$ cat config.mk
export PLATFORM = sky130hd
export DESIGN_NAME = priority_key_sorter
export DESIGN_NICKNAME = d
export VERILOG_FILES = /design/src/hdl/pks_pkg.sv /design/src/hdl/pks_ram.sv /design/src/hdl/priority_key_sorter.sv
export SDC_FILE = /design/constraint.sdc
export NUM_CORES = 2
export LEC_CHECK = 0
export BUFFER_PORTS_ARGS = -buffer_cell sky130_fd_sc_hd__buf_2
export CORE_AREA = 5 5 267 464
export CTS_BUF_LIST = sky130_fd_sc_hd__clkbuf_8
export DETAILED_ROUTE_END_ITERATION = 16
export DIE_AREA = 0 0 272 469
export PLACE_DENSITY = 0.86
export SETUP_SLACK_MARGIN = 0.4
export SYNTH_ARGS = -nofsm -noshare
export SYNTH_HDL_FRONTEND = slang
export SYNTH_SLANG_ARGS = --single-unit
$ cat constraint.sdc
create_clock -name clk -period 7.25 [get_ports clk]
set_clock_uncertainty 0.05 [all_clocks]
set_input_delay 1.0875 -clock clk [delete_from_list [all_inputs] [get_ports clk]]
set_output_delay 1.0875 -clock clk [all_outputs]
set_load 0.005 [all_outputs]
$ cat src/hdl/pks_pkg.sv
// Shared constants and types for the priority key sorter.
package pks_pkg;

  localparam int MAX_ENTRIES = 64;
  localparam int KEY_BITS    = 16;
  localparam int FIELD_W     = 16;
  localparam int KEY_W       = (KEY_BITS < FIELD_W) ? KEY_BITS : FIELD_W;
  localparam int TAG_W       = 16;
  localparam int IDX_W       = $clog2(MAX_ENTRIES);
  localparam int CNT_W       = $clog2(MAX_ENTRIES + 1);
  localparam int ENTRY_W     = KEY_W + TAG_W;
  localparam int RANK_W      = KEY_W + IDX_W;

  typedef enum logic [1:0] {
    ST_LOAD,
    ST_SCAN,
    ST_EMIT
  } state_t;

endpackage

$ cat src/hdl/pks_ram.sv
// Single write port, single registered read port entry memory.
module pks_ram #(
  parameter int DEPTH = 64,
  parameter int WIDTH = 32
) (
  input  logic                     clk,
  input  logic                     we,
  input  logic [$clog2(DEPTH)-1:0] waddr,
  input  logic [WIDTH-1:0]         wdata,
  input  logic [$clog2(DEPTH)-1:0] raddr,
  output logic [WIDTH-1:0]         rdata
);

  logic [WIDTH-1:0] mem [DEPTH];

  always_ff @(posedge clk) begin
    if (we) begin
      mem[waddr] <= wdata;
    end
  end

  always_ff @(posedge clk) begin
    rdata <= mem[raddr];
  end

endmodule

$ cat src/hdl/priority_key_sorter.sv
// Priority key sorter: stable ascending sort of a list of key/tag entries.
//
// Input: an item (priority_req, tag, last) is taken at a rising edge where
// start is high and busy is low. Items load one per cycle into the entry
// memory. Entries past the capacity of 64 are dropped and the whole list is
// then reported with overflow set. The item with last high closes the list.
// After the closing item busy rises and the block emits the stored entries
// in ascending key order, equal keys in arrival order. Each result sits on
// priority_res, tag_res, last_res and overflow for one cycle with strobe
// high; the receiver cannot stall and must take it then. last_res marks the
// final result, after which busy falls and the next list may load.
// Each result is found by a full pass: every stored entry is read through
// the single read port and rank compare unit, the last read drains, the pass
// closes, and the result is emitted. Busy stays high until the final result.
// Reset clears the entry count, drop flag and sequencer; memory contents are
// not cleared and are only read below the entry count.
module priority_key_sorter (
  input  logic        clk,
  input  logic        rst,
  input  logic        start,
  output logic        busy,
  input  logic [15:0] priority_req,
  input  logic [15:0] tag,
  input  logic        last,
  output logic        strobe,
  output logic [15:0] priority_res,
  output logic [15:0] tag_res,
  output logic        last_res,
  output logic        overflow
);

  pks_pkg::state_t state, state_next;

  logic [pks_pkg::CNT_W-1:0]   count;
  logic                        dropped;
  logic [pks_pkg::CNT_W-1:0]   rd_addr;
  logic                        rd_vld;
  logic [pks_pkg::IDX_W-1:0]   rd_idx;
  logic [pks_pkg::CNT_W-1:0]   out_cnt;
  logic [pks_pkg::RANK_W-1:0]  prev_rank;
  logic                        have_prev;
  logic [pks_pkg::RANK_W-1:0]  best_rank;
  logic [pks_pkg::TAG_W-1:0]   best_tag;
  logic                        best_vld;

  logic                        accept;
  logic                        store_we;
  logic                        full;
  logic [pks_pkg::ENTRY_W-1:0] rdata;
  logic [pks_pkg::KEY_W-1:0]   rd_key;
  logic [pks_pkg::RANK_W-1:0]  cand;
  logic                        above_prev;
  logic                        below_best;
  logic                        take;
  logic                        issue;
  logic                        final_res;

  assign accept   = start && !busy;
  assign full     = (count == pks_pkg::CNT_W'(pks_pkg::MAX_ENTRIES));
  assign store_we = accept && !full;
  assign issue    = (state == pks_pkg::ST_SCAN) && (rd_addr < count);

  pks_ram #(
    .DEPTH (pks_pkg::MAX_ENTRIES),
    .WIDTH (pks_pkg::ENTRY_W)
  ) u_ram (
    .clk   (clk),
    .we    (store_we),
    .waddr (count[pks_pkg::IDX_W-1:0]),
    .wdata ({priority_req[pks_pkg::KEY_W-1:0], tag}),
    .raddr (rd_addr[pks_pkg::IDX_W-1:0]),
    .rdata (rdata)
  );

  // rank = {key, arrival index}: unique, and ordering it keeps the sort stable
  assign rd_key     = rdata[pks_pkg::ENTRY_W-1:pks_pkg::TAG_W];
  assign cand       = {rd_key, rd_idx};
  assign above_prev = !have_prev || (cand > prev_rank);
  assign below_best = !best_vld || (cand < best_rank);
  assign take       = rd_vld && above_prev && below_best;
  assign final_res  = ((out_cnt + 1'b1) == count);

  always_comb begin
    state_next = state;
    unique case (state)
      pks_pkg::ST_LOAD: begin
        if (accept && last) begin
          state_next = pks_pkg::ST_SCAN;
        end
      end
      pks_pkg::ST_SCAN: begin
        if (!issue && !rd_vld) begin
          state_next = pks_pkg::ST_EMIT;
        end
      end
      pks_pkg::ST_EMIT: begin
        state_next = final_res ? pks_pkg::ST_LOAD : pks_pkg::ST_SCAN;
      end
      default: state_next = pks_pkg::ST_LOAD;
    endcase
  end

  always_comb begin
    busy         = (state != pks_pkg::ST_LOAD);
    strobe       = (state == pks_pkg::ST_EMIT);
    priority_res = 16'(best_rank[pks_pkg::RANK_W-1:pks_pkg::IDX_W]);
    tag_res      = best_tag;
    last_res     = final_res;
    overflow     = dropped;
  end

  always_ff @(posedge clk) begin
    if (rst) begin
      state <= pks_pkg::ST_LOAD;
    end else begin
      state <= state_next;
    end
  end

  always_ff @(posedge clk) begin
    if (rst) begin
      count     <= '0;
      dropped   <= 1'b0;
      rd_addr   <= '0;
      rd_vld    <= 1'b0;
      out_cnt   <= '0;
      have_prev <= 1'b0;
      best_vld  <= 1'b0;
    end else begin
      rd_vld <= issue;
      unique case (state)
        pks_pkg::ST_LOAD: begin
          rd_addr   <= '0;
          out_cnt   <= '0;
          have_prev <= 1'b0;
          best_vld  <= 1'b0;
          if (store_we) begin
            count <= count + 1'b1;
          end
          if (accept && full) begin
            dropped <= 1'b1;
          end
        end
        pks_pkg::ST_SCAN: begin
          if (issue) begin
            rd_addr <= rd_addr + 1'b1;
          end
          if (take) begin
            best_vld <= 1'b1;
          end
        end
        pks_pkg::ST_EMIT: begin
          rd_addr   <= '0;
          best_vld  <= 1'b0;
          have_prev <= 1'b1;
          out_cnt   <= out_cnt + 1'b1;
          if (final_res) begin
            count   <= '0;
            dropped <= 1'b0;
          end
        end
        default: begin
          rd_addr <= '0;
        end
      endcase
    end
  end

  always_ff @(posedge clk) begin
    rd_idx <= rd_addr[pks_pkg::IDX_W-1:0];
    if (take) begin
      best_rank <= cand;
      best_tag  <= rdata[pks_pkg::TAG_W-1:0];
    end
    if (state == pks_pkg::ST_EMIT) begin
      prev_rank <= best_rank;
    end
  end

`ifndef SYNTHESIS
  a_strobe_busy: assert property (@(posedge clk) disable iff (rst)
    strobe |-> busy)
    else $error("result strobe outside busy");

  a_load_stays_ready: assert property (@(posedge clk) disable iff (rst)
    (start && !busy && !last) |=> !busy)
    else $error("busy after a non-closing item");

  a_final_frees: assert property (@(posedge clk) disable iff (rst)
    (strobe && last_res) |=> !busy)
    else $error("still busy after the final result");

  a_single_strobe: assert property (@(posedge clk) disable iff (rst)
    strobe |=> !strobe)
    else $error("back-to-back result strobes");

  a_count_bound: assert property (@(posedge clk) disable iff (rst)
    count <= pks_pkg::CNT_W'(pks_pkg::MAX_ENTRIES))
    else $error("entry count past capacity");

  a_emit_has_best: assert property (@(posedge clk) disable iff (rst)
    strobe |-> best_vld)
    else $error("emit without a selected entry");
`endif

endmodule

==> results.py <==
metrics = {
    "routing": {
        "vias": 42120,
        "first_iter_violations": 6814,
        "ant_nets": 0,
        "dr.pass1.iters": 9,
        "wl_per_cell_um": 37.98,
        "drcViolationCount": 0,
        "wirelength_um": 216700,
        "viasPerCell": 7.381,
    },
    "die": {
        "fp.dieW_um": 272,
        "row_count": 168,
        "core_area_um2": 119600,
        "start_util_pct": 69.31,
        "ioPinCount": 72,
        "dieArea_um2": 127600,
        "die_h_um": 469,
    },
    "clocking": {
        "cts-htree-levels": 5,
        "postCtsSetupBuffers": 0,
        "cts_tree": "yes",
        "root_buffer": "clkbuf_8",
        "cts_buffers": 296,
        "cts_resized": 0,
        "cts.path.max_buffers": 4,
        "clock_latency_ns": 1.04,
        "hold_buffers": 0,
        "clock_sinks": 2173,
        "cts.clk_slew.worst_paths_ns": 0.08,
    },
    "logic_synthesis": {
        "yosysMostFrequentCell": "edfxtp_1",
        "syn_area_per_cell_um2": 22.25,
        "synthDistinctLibCells": 59,
        "synth-async-reset-ratio_pct": 0,
        "yosysWarnings": 0,
        "synth-seq-area-share_pct": 77.93,
        "ys_ff_latch": 2173,
        "syn_inst": 3725,
        "synth_top_area_share_pct": 76.36,
        "synthTopCellsByCount": "edfxtp_1, mux4_2, a22oi_1",
        "synth_edf_count": 2108,
        "synth_ff_type": "edfxtp_1",
        "syn-cell-area_um2": 82900,
        "synthTopCellsByArea": "edfxtp_1, mux4_2, dfxtp_1",
        "syn-num-nets": 3814,
        "synth_top_cell_by_area": "edfxtp_1",
    },
    "timing": {
        "slew_violations": 0,
        "fin_crit_ns": 4.645,
        "slew_headroom_pct": 5.729,
        "max_freq_mhz": 215.3,
        "worst_hold_slack_ns": 0.3575,
        "post-route-period-util_pct": 64.07,
        "rsz0062_at_grt": "false",
        "hold_violations": 0,
        "fin_tns_setup_ns": 0,
        "setup_violations": 0,
        "worstMarginPinSlew_ns": 1.414,
    },
    "final_layout": {
        "syn2layout_area_growth_pct": 9.671,
        "final-seq-area_um2": 64620,
        "drive_above_1_share_pct": 27.38,
        "fin_nets": 4046,
        "multiInputGateArea_um2": 17510,
        "n_fill_cell": 5589,
        "fin_util_pct": 76.01,
        "fin_area_um2": 90910,
    },
    "placed_design": {
        "numPortBuffers": 71,
        "detailed_place.area_um2": 85280,
        "place_congestion": 0.9197,
        "dpl.hpwl_um": 128800,
    },
    "power_and_ir_drop": {
        "vdd_drop_max_mv": 0.2347,
        "p_leak_nw": 28.17,
        "cellPowerDensity_nw_per_um2": 258.5,
    },
    "worst_setup_path": {
        "start_kind": "register",
        "end_kind": "register",
        "worst_ep_required_time_ns": 7.79,
        "cp.arrival_ns": 5.18,
        "path_max_fanout": 32,
        "reg2reg_depth": 5,
        "crit_type": "reg2reg",
    },
    "min_path": {
        "holdPathStages": 0,
        "hold_class": "reg2reg",
    },
    "flow_run": {
        "drv_cap": 0,
    },
    "global_routing": {
        "grt_pass1_wl_um": 302400,
        "grt_overflow": 0,
        "grt_usage_pct": 34.10,
        "antenna_found_initial": 11,
        "grt_max_degree": 121,
        "grt_pass1_vias": 42590,
    },
    "run_status": {
        "status": "finished, final reports clean",
    },
}
==> path summary, 6_finish.rpt <==
| path | start | end | slack [ns] |
|---|---|---|---|
| worst max-delay path | count[3] | u_ram.mem[42][5] | 2.60 |
| worst max register to register | count[3] | u_ram.mem[42][5] | 2.60 |
| worst min-delay path | u_ram.rdata[9] | tag_res[9] | 0.36 |
| worst min register to register | u_ram.rdata[9] | tag_res[9] | 0.36 |
==> state kept, by name (all words and copies together) (netlist names), 2 cells and up <==
| register | cells |
|---|---|
| rd_addr | 7 |
| rd_idx | 6 |
| count | 7 |
| u_ram.mem | 2048 |
| u_ram.rdata | 32 |
| out_cnt | 7 |
| state | 2 |
| best_rank | 22 |
| prev_rank | 22 |
| tag_res | 16 |
==> critical path: stages, from the launching register on <==
cell and delay, ns:
dfxtp_1 0.55, or3_1 0.84, nor2_1 0.20, nor3_1 0.47
nand2_1 0.86, nor2_4 1.19
==> final cells by class <==
cell class / instances / share of cell area, %
multi-input cells: 1283 / 19.26
clock buffers: 313 / 4.739
diodes: 5 / 0.01376
inverters: 57 / 0.2353
well taps: 1530 / 2.106
repair buffers: 146 / 1.123
flip-flops and latches: 2173 / 71.07
clock inverters: 199 / 1.445
==> through the flow <==
step / cells / total power, mW / worst slack (ns)
finish: 5706 / 23.50 / 2.605
global route: 5703 / 24.17 / 2.515
CTS: 5701 / 23.51 / 2.703
detailed placement: 5189 / 14.66 / 2.802
global placement: 5189 / 14.62 / 2.958
floorplan: 3725 / 14.28 / 3.524
==> where the power goes <==
group / total [mW] / internal, mW / leakage (nW) / switching [mW]
sequential: 13.9 / 13.8 / 19.5 / 0.0527
clock: 9.10 / 4.64 / 3.18 / 4.46
combinational: 0.521 / 0.108 / 5.49 / 0.413
total: 23.5 / 18.6 / 28.2 / 4.92
==> layer usage <==
metal	up-vias	GRT usage, %	routed length, um
met4	8	25.00	20600
met1	21370	40.50	62850
met5	-	0	56
met2	3712	56.65	110200
met3	762	6.268	22980
li1	16260	-	-
==> layout by cell type (no fill, tap or decap), types with 5 or more instances in the layout <==
cell	instances
nand4_1	8
clkbuf_8	313
clkinv_1	51
o22ai_1	12
inv_1	141
edfxtp_1	2108
buf_4	68
nor2_4	65
ha_1	53
a22oi_1	124
dfxtp_1	60
a21oi_1	40
a221oi_1	57
mux2_2	20
clkinvlp_4	10
clkinv_2	33
bufinv_16	18
nand2b_1	11
nand3_1	24
nor3_1	12
mux2i_1	42
buf_2	70
o21ai_0	30
diode_2	5
xnor2_1	10
a22o_1	36
and4b_1	9
o221ai_1	18
nand2_1	82
mux4_2	516
a21o_1	5
buf_12	8
nor2_1	39
==> kinds of logic (layout without fill, tap and decap cells) <==
kind of cell	after synthesis	in the layout	share of synthesized area, %
adder cells (fa/ha/maj)	53	53	0.8000
buffers and inverters	269	715	1.556
AND/OR/NAND/NOR	283	283	1.607
multiplexers	578	578	14.80
AO/OA/AOI/OAI	357	357	3.180
XOR/XNOR	12	12	0.1268
other	0	5	0
flip-flops	2173	2173	77.93
No activity file was read; power rests on OpenSTA's default activity.
